$ cat src/rtl/smpq_pkg.sv
// Shared types and codes for the sorted max-priority queue.
// Used by the front queue, the back sorted store and the top level.
package smpq_pkg;

  // Operation carried from front to back
  typedef enum logic {
    OP_PUSH = 1'b0,
    OP_POP  = 1'b1
  } op_t;

  // Result status codes
  typedef enum logic [1:0] {
    ST_OK    = 2'd0,
    ST_EMPTY = 2'd1,
    ST_FULL  = 2'd2
  } status_t;

  localparam int unsigned VALUE_W = 32;
  localparam int unsigned OCC_W   = 5;

  // One word in the front-to-back queue
  typedef struct packed {
    op_t                       op;
    logic signed [VALUE_W-1:0] value;
  } op_word_t;

endpackage

$ cat src/rtl/smpq_front.sv
// Front part: accepts input words, classifies them into operations and
// holds them in a two-entry queue for the back part. Depends on smpq_pkg.
module smpq_front (
  input  logic                               clk,
  input  logic                               rst,
  input  logic                               in_valid,
  output logic                               in_ready,
  input  logic                               mode,
  input  logic signed [smpq_pkg::VALUE_W-1:0] push_value,
  output logic                               q_valid,
  input  logic                               q_ready,
  output smpq_pkg::op_word_t                 q_word
);

  localparam int unsigned QD = 2;

  smpq_pkg::op_word_t q_mem [QD];
  logic               wr_ptr;
  logic               rd_ptr;
  logic [1:0]         level;
  logic               push_q;
  logic               pop_q;
  smpq_pkg::op_word_t in_word;

  // Classify the incoming word
  always_comb begin
    in_word.op    = mode ? smpq_pkg::OP_POP : smpq_pkg::OP_PUSH;
    in_word.value = push_value;
  end

  assign in_ready = (level != 2'(QD));
  assign q_valid  = (level != 2'd0);
  assign q_word   = q_mem[rd_ptr];
  assign push_q   = in_valid && in_ready;
  assign pop_q    = q_valid && q_ready;

  // Queue storage, no reset needed
  always_ff @(posedge clk) begin
    if (push_q) begin
      q_mem[wr_ptr] <= in_word;
    end
  end

  // Queue pointers and fill level
  always_ff @(posedge clk) begin
    if (rst) begin
      wr_ptr <= 1'b0;
      rd_ptr <= 1'b0;
      level  <= 2'd0;
    end else begin
      if (push_q) wr_ptr <= ~wr_ptr;
      if (pop_q)  rd_ptr <= ~rd_ptr;
      case ({push_q, pop_q})
        2'b10:   level <= level + 2'd1;
        2'b01:   level <= level - 2'd1;
        default: level <= level;
      endcase
    end
  end

  a_level_bound: assert property (@(posedge clk) disable iff (rst)
    level <= 2'(QD))
    else $error("front queue level out of range");

  a_full_ptrs: assert property (@(posedge clk) disable iff (rst)
    (level == 2'(QD) || level == 2'd0) |-> (wr_ptr == rd_ptr))
    else $error("front queue pointers disagree with level");

  a_push_fill: assert property (@(posedge clk) disable iff (rst)
    (push_q && !pop_q) |=> (level == $past(level) + 2'd1))
    else $error("front queue level did not grow on write");

endmodule

$ cat src/rtl/smpq_back.sv
// Back part: the sorted store as a row of compare-and-shift cells, kept
// largest first, plus the result register. Depends on smpq_pkg.
module smpq_back #(
  parameter int unsigned DEPTH = 16
) (
  input  logic                                clk,
  input  logic                                rst,
  input  logic                                q_valid,
  output logic                                q_ready,
  input  smpq_pkg::op_word_t                  q_word,
  output logic                                out_valid,
  input  logic                                out_ready,
  output logic signed [smpq_pkg::VALUE_W-1:0] popped_value,
  output smpq_pkg::status_t                   status,
  output logic [smpq_pkg::OCC_W-1:0]          occupancy
);

  localparam int unsigned CW = $clog2(DEPTH + 1);

  logic signed [smpq_pkg::VALUE_W-1:0] cells      [DEPTH];
  logic signed [smpq_pkg::VALUE_W-1:0] cells_next [DEPTH];
  logic [CW-1:0]                       count;
  logic [CW-1:0]                       count_next;
  logic [DEPTH-1:0]                    gt;
  logic [DEPTH-1:0]                    gt_prev;
  logic                                take;
  logic                                full;
  logic                                empty;
  logic                                is_push;
  logic signed [smpq_pkg::VALUE_W-1:0] res_value_next;
  smpq_pkg::status_t                   res_status_next;

  assign q_ready = !out_valid || out_ready;
  assign take    = q_valid && q_ready;
  assign full    = (count == CW'(DEPTH));
  assign empty   = (count == '0);
  assign is_push = (q_word.op == smpq_pkg::OP_PUSH);

  // Per-cell compare: new word goes above any cell it beats or any empty cell
  always_comb begin
    for (int i = 0; i < DEPTH; i++) begin
      gt[i] = (CW'(i) >= count) || (q_word.value > cells[i]);
    end
    gt_prev = {gt[DEPTH-2:0], 1'b0};
  end

  // Cell update: insert/shift down on push, shift up on pop
  always_comb begin
    for (int i = 0; i < DEPTH; i++) begin
      cells_next[i] = cells[i];
      if (take && is_push && !full) begin
        if (gt[i] && !gt_prev[i]) begin
          cells_next[i] = q_word.value;
        end else if (gt[i] && i > 0) begin
          cells_next[i] = cells[(i > 0) ? i - 1 : 0];
        end
      end else if (take && !is_push && !empty) begin
        if (i < DEPTH - 1) begin
          cells_next[i] = cells[(i < DEPTH - 1) ? i + 1 : i];
        end
      end
    end
  end

  // Count and result word
  always_comb begin
    count_next      = count;
    res_value_next  = '0;
    res_status_next = smpq_pkg::ST_OK;
    if (is_push) begin
      if (full) begin
        res_status_next = smpq_pkg::ST_FULL;
      end else begin
        count_next = count + CW'(1);
      end
    end else begin
      if (empty) begin
        res_status_next = smpq_pkg::ST_EMPTY;
      end else begin
        res_value_next = cells[0];
        count_next     = count - CW'(1);
      end
    end
  end

  // Sorted cells, no reset needed
  always_ff @(posedge clk) begin
    for (int i = 0; i < DEPTH; i++) begin
      cells[i] <= cells_next[i];
    end
  end

  // Count
  always_ff @(posedge clk) begin
    if (rst) begin
      count <= '0;
    end else if (take) begin
      count <= count_next;
    end
  end

  // Result register
  always_ff @(posedge clk) begin
    if (take) begin
      popped_value <= res_value_next;
      status       <= res_status_next;
      occupancy    <= smpq_pkg::OCC_W'(count_next);
    end
  end

  always_ff @(posedge clk) begin
    if (rst) begin
      out_valid <= 1'b0;
    end else if (take) begin
      out_valid <= 1'b1;
    end else if (out_ready) begin
      out_valid <= 1'b0;
    end
  end

  a_count_bound: assert property (@(posedge clk) disable iff (rst)
    count <= CW'(DEPTH))
    else $error("count exceeds depth");

  a_pop_empty: assert property (@(posedge clk) disable iff (rst)
    (take && !is_push && empty) |=>
      (status == smpq_pkg::ST_EMPTY && popped_value == '0 && count == '0))
    else $error("pop on empty queue misreported");

  a_push_full: assert property (@(posedge clk) disable iff (rst)
    (take && is_push && full) |=> (status == smpq_pkg::ST_FULL && $stable(count)))
    else $error("push on full queue changed the store");

  a_order: assert property (@(posedge clk) disable iff (rst)
    (count >= CW'(2)) |-> (cells[0] >= cells[1]))
    else $error("top cells out of order");

endmodule

$ cat src/rtl/sorted_max_priority_queue_core.sv
// Sorted max-priority queue: one result word per input word.
// An accepted input word is held in the front queue, then the cell row registers its result.
// Throughput: one word per cycle; the cell row compares and shifts all entries
// combinationally, so only the output handshake can slow the block.
// Reset (synchronous, rst high) empties the store, front queue and result register;
// cell data is not cleared.
module sorted_max_priority_queue_core #(
  parameter int unsigned DEPTH = 16
) (
  input  logic                                clk,
  input  logic                                rst,
  input  logic                                in_valid,
  output logic                                in_ready,
  input  logic                                mode,
  input  logic signed [smpq_pkg::VALUE_W-1:0] push_value,
  output logic                                out_valid,
  input  logic                                out_ready,
  output logic signed [smpq_pkg::VALUE_W-1:0] popped_value,
  output logic [1:0]                          status,
  output logic [smpq_pkg::OCC_W-1:0]          occupancy
);

  logic               q_valid;
  logic               q_ready;
  smpq_pkg::op_word_t q_word;
  smpq_pkg::status_t  status_code;

  // Front: accept and classify
  smpq_front u_front (
    .clk        (clk),
    .rst        (rst),
    .in_valid   (in_valid),
    .in_ready   (in_ready),
    .mode       (mode),
    .push_value (push_value),
    .q_valid    (q_valid),
    .q_ready    (q_ready),
    .q_word     (q_word)
  );

  // Back: sorted cell row and result register
  smpq_back #(
    .DEPTH (DEPTH)
  ) u_back (
    .clk          (clk),
    .rst          (rst),
    .q_valid      (q_valid),
    .q_ready      (q_ready),
    .q_word       (q_word),
    .out_valid    (out_valid),
    .out_ready    (out_ready),
    .popped_value (popped_value),
    .status       (status_code),
    .occupancy    (occupancy)
  );

  assign status = status_code;

endmodule

$ cat config.mk
export PLATFORM = sky130hd
export DESIGN_NAME = sorted_max_priority_queue_core
export DESIGN_NICKNAME = d
export VERILOG_FILES = /design/src/rtl/smpq_pkg.sv /design/src/rtl/smpq_front.sv /design/src/rtl/smpq_back.sv /design/src/rtl/sorted_max_priority_queue_core.sv
export SDC_FILE = /design/constraint.sdc
export NUM_CORES = 2
export LEC_CHECK = 0
export BUFFER_PORTS_ARGS = -buffer_cell sky130_fd_sc_hd__buf_2
export CORE_MARGIN = 4
export CORE_UTILIZATION = 55
export CTS_CLUSTER_DIAMETER = 40
export DETAILED_ROUTE_END_ITERATION = 8
export PLACE_DENSITY = 0.71
export SKIP_LAST_GASP = 1
export SYNTH_ARGS = -nofsm -noshare
export SYNTH_HDL_FRONTEND = slang
export SYNTH_SLANG_ARGS = --single-unit
$ cat constraint.sdc
create_clock -name clk -period 17.1 [get_ports clk]
set_input_delay 3.42 -clock clk [delete_from_list [all_inputs] [get_ports clk]]
set_output_delay 3.42 -clock clk [all_outputs]
set_load 0.05 [all_outputs]
# After elaboration in Yosys (flattened, before gate mapping)
# Memories as Yosys holds them, arrays and structs flattened. A register that Yosys moved wholly into a read port is not among the register bits.
# Cells that the tools add are included.
# W data, S select, Z words.
# word_totals
register_bits,49
mem_bits_rw,578
inputBits,37
mem_count,2
# mem_list
memory,depth,word_bits,read_ports,rd_ports_with_merged_regs,wr,line,source
u_back.cells,16,32,16,0,16,smpq_back.sv:20,logic signed [smpq_pkg::VALUE_W-1:0] cells [DEPTH];
u_front.q_mem,2,33,1,1,1,smpq_front.sv:17,smpq_pkg::op_word_t q_mem [QD];
# classes
add_sub_neg,4
magnitude_cmp,32
eq_ne,4
n_mux,76
bitwise_logic,3
reduce_logical,61
# op_table
operator,count
$mux W32,62
$gt A32 B32 Y1,16
$ge A4 B5 Y1 const A,8
$logic_and A1 B1 Y1,21
$ge A3 B5 Y1 const A,4
$logic_not A1 Y1,18
$logic_or A1 B1 Y1,17
$mux W5,3
$ge A1 B5 Y1 const A,2
$ge A2 B5 Y1 const A,2
$mux W1,8
$reduce_bool A2 Y1,3
$add A5 B1 Y5 const B,1
$eq A5 B5 Y1 const B,1
$logic_not A5 Y1,1
$sub A5 B1 Y5 const B,1
$mux W2,2
$pmux W2 S2,1
$not A1 Y1,3
$add A2 B1 Y2 const B,1
$eq A2 B1 Y1 const B,1
$eq A2 B2 Y1 const B,1
$ne A2 B2 Y1 const B,1
$reduce_or A2 Y1,1
$sub A2 B1 Y2 const B,1

# Longest topological paths before layout
# depth
word_depth,7
mapped_depth,15
depth_no_buf,11

# Modules after synthesis
# From an unflattened synthesis, not the netlist that was laid out.
# hier_totals
hier_cells,4386
hier_area_um2,44197.4
# by_module_without_submodules
module,instances,cells_per_inst,area_each_um2
smpq_back,1,4259,41601.1
smpq_front,1,127,2596.2

# Least setup slack after synthesis
# No wires, ideal clock.
# synth_path
path_kind,input -> register
from,in out_ready
to,mem u_back.cells[15][0] (netlist name) (enable)
arrival_time_ps,6551
path_slack_ps,10128
path_stages,8
n_path_buf,4
path_cell_list,nand2b_1 > o21a_1 > buf_2 > nand2_1 > buf_2 > clkbuf_1 > clkbuf_1 > nor2_1
# synth_rtl
element,line,source
"start, declared",sorted_max_priority_queue_core.sv:17,"input logic out_ready,"
"end, declared",smpq_back.sv:20,

==> impl_metrics.prom <==
# TYPE chip_impl_metric gauge
chip_impl_metric{name="final.setup.worst_slack",unit="ns"} 10.70
chip_impl_info{name="timing.critical_path.cells",value="buf_2, nand2b_1, o21a_2, nand2_4, buf_12, buf_4, nor2_1, a221o_1"} 1
chip_impl_metric{name="clockBufferDepth",unit=""} 3
chip_impl_metric{name="power_frac_comb",unit="%"} 49.3
chip_impl_metric{name="dr.first_iter.drc_count",unit=""} 4156
chip_impl_metric{name="io_pins",unit=""} 78
chip_impl_metric{name="cts.hold.buffers_added",unit=""} 0
chip_impl_metric{name="final.min_clock_period",unit="ns"} 6.40
chip_impl_info{name="grt_setup_unrepaired",value="no"} 1
chip_impl_metric{name="timing.fmax",unit="MHz"} 156
chip_impl_metric{name="mapped_area",unit="mm²"} 0.0435
chip_impl_metric{name="vias_per_cell",unit=""} 6.64
chip_impl_metric{name="maxSlewViolCount",unit=""} 0
chip_impl_metric{name="port_buffers",unit=""} 77
chip_impl_metric{name="antenna_found_initial",unit=""} 4
chip_impl_info{name="setup.worst_path.class",value="in -> reg"} 1
chip_impl_metric{name="design.die.area",unit="mm²"} 0.0836
chip_impl_metric{name="clkTransAtPathRegs",unit="ns"} 0.06
chip_impl_metric{name="cts_post_setup_buffers_inserted",unit=""} 0
chip_impl_metric{name="finalClockSkew",unit="ns"} 0.0314
chip_impl_metric{name="cts-htree-levels",unit=""} 3
chip_impl_metric{name="layout.nets",unit=""} 4967
chip_impl_metric{name="hpwl",unit="mm"} 91.6
chip_impl_metric{name="timing.critical_path.arrival",unit="ns"} 6.81
chip_impl_metric{name="drv.max_cap_violation_count",unit=""} 0
chip_impl_metric{name="grtUsageTotal",unit="%"} 30.4
chip_impl_metric{name="area_used_by_sequential_logic_in_the_layout",unit="mm²"} 0.0187
chip_impl_metric{name="resize_count_post_cts",unit=""} 0
chip_impl_metric{name="grt_first_pass_wirelength",unit="mm"} 202
chip_impl_metric{name="stdcell_count",unit=""} 5557
chip_impl_metric{name="area_occupied_by_multi_input_gates",unit="mm²"} 0.0217
chip_impl_metric{name="setup-violations-final",unit=""} 0
chip_impl_metric{name="area.growth.synth_to_final",unit="%"} 12.6
chip_impl_metric{name="placeableCoreArea",unit="mm²"} 0.0780
chip_impl_metric{name="reg2reg_depth",unit=""} 14
chip_impl_metric{name="clk-insertion-delay-late",unit="ns"} 0.68
chip_impl_metric{name="highest_net_fanout_along_the_worst_path",unit=""} 184
chip_impl_metric{name="layout.filler_cells",unit=""} 6275
chip_impl_metric{name="place_inst",unit=""} 5331
chip_impl_metric{name="synth.yosys.warnings",unit=""} 0
chip_impl_metric{name="power.clock.fraction",unit="%"} 22.4
chip_impl_info{name="critical_path_capture_point_type",value="flop"} 1
chip_impl_info{name="status",value="complete, no violations"} 1
chip_impl_metric{name="timing.setup.tns",unit="ns"} 0
chip_impl_info{name="critical_path.reg2reg.endpoint",value="u_back.cells[7][20]"} 1
chip_impl_metric{name="worst_hold_slack",unit="ns"} 0.514
chip_impl_info{name="yosys.area.top_type",value="edfxtp_1"} 1
chip_impl_metric{name="floorplan.die.height",unit="µm"} 289
chip_impl_metric{name="synth.net_count",unit=""} 4991
chip_impl_metric{name="postSynth.asyncResetShare",unit="%"} 0
chip_impl_metric{name="detail-route-antenna-nets",unit=""} 0
chip_impl_metric{name="synth_edf_count",unit=""} 617
chip_impl_metric{name="insertedDiodeCount",unit=""} 0
chip_impl_info{name="clock_tree.root_cell",value="clkbuf_16"} 1
chip_impl_metric{name="slowest_delay",unit="ns"} 0.80
chip_impl_metric{name="overflow",unit=""} 0
chip_impl_metric{name="placement.setup.worst_slack",unit="ns"} 10.11
chip_impl_metric{name="power.switching",unit="mW"} 4.92
chip_impl_metric{name="dr_drc_count",unit=""} 0
chip_impl_info{name="synth_top_cells_by_count",value="617 x edfxtp_1, 549 x inv_1, 518 x ha_1"} 1
chip_impl_info{name="holdCritPathClass",value="reg -> reg"} 1
chip_impl_metric{name="synthesis.area_per_instance",unit="µm²"} 9.81
chip_impl_metric{name="power.internal",unit="mW"} 6.10
chip_impl_info{name="synth_flop_cell",value="edfxtp_1"} 1
chip_impl_metric{name="yosysTopAreaCellShare",unit="%"} 42.6
chip_impl_metric{name="reg2reg_slack",unit="ns"} 11.09
chip_impl_info{name="clock_tree_from_tritoncts",value="yes"} 1
chip_impl_metric{name="placement_rows",unit=""} 102
chip_impl_metric{name="tritoncts_num_sinks",unit=""} 628
chip_impl_metric{name="power_frac_seq",unit="%"} 28.2
chip_impl_metric{name="drive_above_1_share",unit="%"} 9.39
chip_impl_metric{name="die_x",unit="µm"} 289
chip_impl_metric{name="number_of_hold_violations_in_the_final_report",unit=""} 0
chip_impl_metric{name="first_global_vias",unit=""} 35912
chip_impl_metric{name="synthDistinctLibCells",unit=""} 78
chip_impl_metric{name="cellPowerDensity",unit="mW/mm²"} 225
chip_impl_metric{name="postSynthCellCount",unit=""} 4436
chip_impl_info{name="critPathLaunchType",value="input port"} 1
chip_impl_metric{name="tightestPinTransition",unit="ns"} 1.36
chip_impl_metric{name="cellLeakagePower",unit="nW"} 20.1
chip_impl_metric{name="p_sw_share",unit="%"} 44.7
chip_impl_metric{name="final_min_period_over_clock_period",unit="%"} 37.4
chip_impl_metric{name="cts_buffers",unit=""} 119
chip_impl_info{name="yosys-top-cells-area",value="edfxtp_1 43%, ha_1 15%, inv_1 4.7%, o211ai_1 4.1%, nand3_1 3.9%"} 1
chip_impl_info{name="timing.critical_path.to",value="u_back.cells[10][1]"} 1
chip_impl_metric{name="gp_routability_congestion",unit=""} 0.921
chip_impl_metric{name="synth.ff_latch_count",unit=""} 628
chip_impl_metric{name="initial_core_util",unit="%"} 55.8
chip_impl_metric{name="worst_ep_required_time",unit="ns"} 17.51
chip_impl_metric{name="ir_worst_vdd",unit="µV"} 183
chip_impl_metric{name="drt_pre_antenna_iters",unit=""} 9
chip_impl_info{name="slowest_stage",value="buf_4"} 1
chip_impl_info{name="startpoint",value="out_ready"} 1
chip_impl_metric{name="seq_area_frac_synth",unit="%"} 43.1
chip_impl_metric{name="grt_start_max_net_pins",unit=""} 185
chip_impl_metric{name="finalCoreUtilization",unit="%"} 62.8
chip_impl_info{name="post-synth-top-count-cell",value="edfxtp_1"} 1
chip_impl_metric{name="max_slew_margin",unit="%"} 9.48
chip_impl_metric{name="totalWireLength",unit="mm"} 131
chip_impl_metric{name="vias",unit=""} 36889
chip_impl_metric{name="detail_route.wl_per_cell",unit="µm"} 23.5
## state kept, by name, indices dropped and copies added, names as in the netlist, named ones only
| register | cells |
|---|---|
| u_back.cells | 512 |
| u_front.q_mem | 66 |
| u_back.popped_value | 32 |
| u_back.count | 5 |
| u_back.occupancy | 5 |
| u_back.status | 2 |
| u_front.level | 2 |
| u_back.out_valid | 1 |
| u_front.rd_ptr | 1 |
| u_front.wr_ptr | 1 |
## worst min-delay path by stage
| stage | from | to | slack, ns | depth (start not counted) |
|---|---|---|---|---|
| final | u_back.out_valid | u_back.out_valid | 0.51 | 2 |
| after global placement | u_back.out_valid | u_back.out_valid | 0.49 | 2 |
| after detailed placement | u_front.rd_ptr | flop | 0.52 | 2 |
| after CTS | u_back.out_valid | u_back.out_valid | 0.53 | 2 |
| after floorplan | u_front.rd_ptr | flop | 0.48 | 2 |
| after global routing | u_front.rd_ptr | flop | 0.56 | 2 |
## critical path, delay by kind of cell
kind,cells,cell delay (ns)
buffers and inverters,3,1.47
AOI/OAI and AO/OA,2,0.57
and+or+nand+nor,3,1.05
## cells in the final DEF (no fill, tap or decap), types with 68 or more instances in the layout
cell / n
inv_1: 549
nand4_1: 102
clkbuf_16: 120
nand3_1: 343
o311ai_0: 124
nor2_1: 183
buf_4: 82
ha_1: 518
o211ai_1: 237
o21ai_0: 68
buf_2: 77
nand2_1: 354
a21oi_1: 277
a21o_1: 108
edfxtp_1: 617
a221o_1: 77
## stage by stage
stage / instance area (µm²) / power, mW
final: 49000 / 11.0
after global routing: 49000 / 11.7
after CTS: 49000 / 10.9
after detailed placement: 44800 / 8.38
after global placement: 44800 / 8.19
after floorplan: 43500 / 6.76
## kinds of logic after synthesis
logic type | count (synthesis) | synth area share, %
AO/OA/AOI/OAI | 1234 | 20.4
AND/OR/NAND/NOR | 1124 | 12.1
buffers and inverters | 855 | 7.71
flip-flops | 628 | 43.1
adder cells (fa/ha/maj) | 518 | 14.9
multiplexers | 71 | 1.65
XOR/XNOR | 6 | 0.121
## area by class of cell
type,count,share of cell area (%)
Multi-Input combinational cell,2953,44.2
Timing Repair Buffer,160,2.08
Inverter,550,4.21
Tap cell,1040,2.66
Clock buffer,135,6.27
Clock inverter,91,2.26
Sequential cell,628,38.3
## routing by layer
metal	share of wire (%)	global-route usage, %	up-vias	routed length [µm]
met5	0.025	0	-	32
met4	3.3	10.1	4	4340
met3	7.6	4.63	328	9970
met2	46	48.8	1851	60400
met1	43	42.3	17905	55800
li1	-	-	16801	-
## power by group through the flow
stage | Combinational (mW) | Sequential, mW | Clock (mW)
CTS | 5.32 | 3.10 | 2.48
global route | 5.98 | 3.15 | 2.56
floorplan | 3.62 | 3.15 | 0
global placement | 5.08 | 3.12 | 0
detailed placement | 5.27 | 3.11 | 0
finish | 5.43 | 3.11 | 2.47
(Power assumes the default switching activity.)
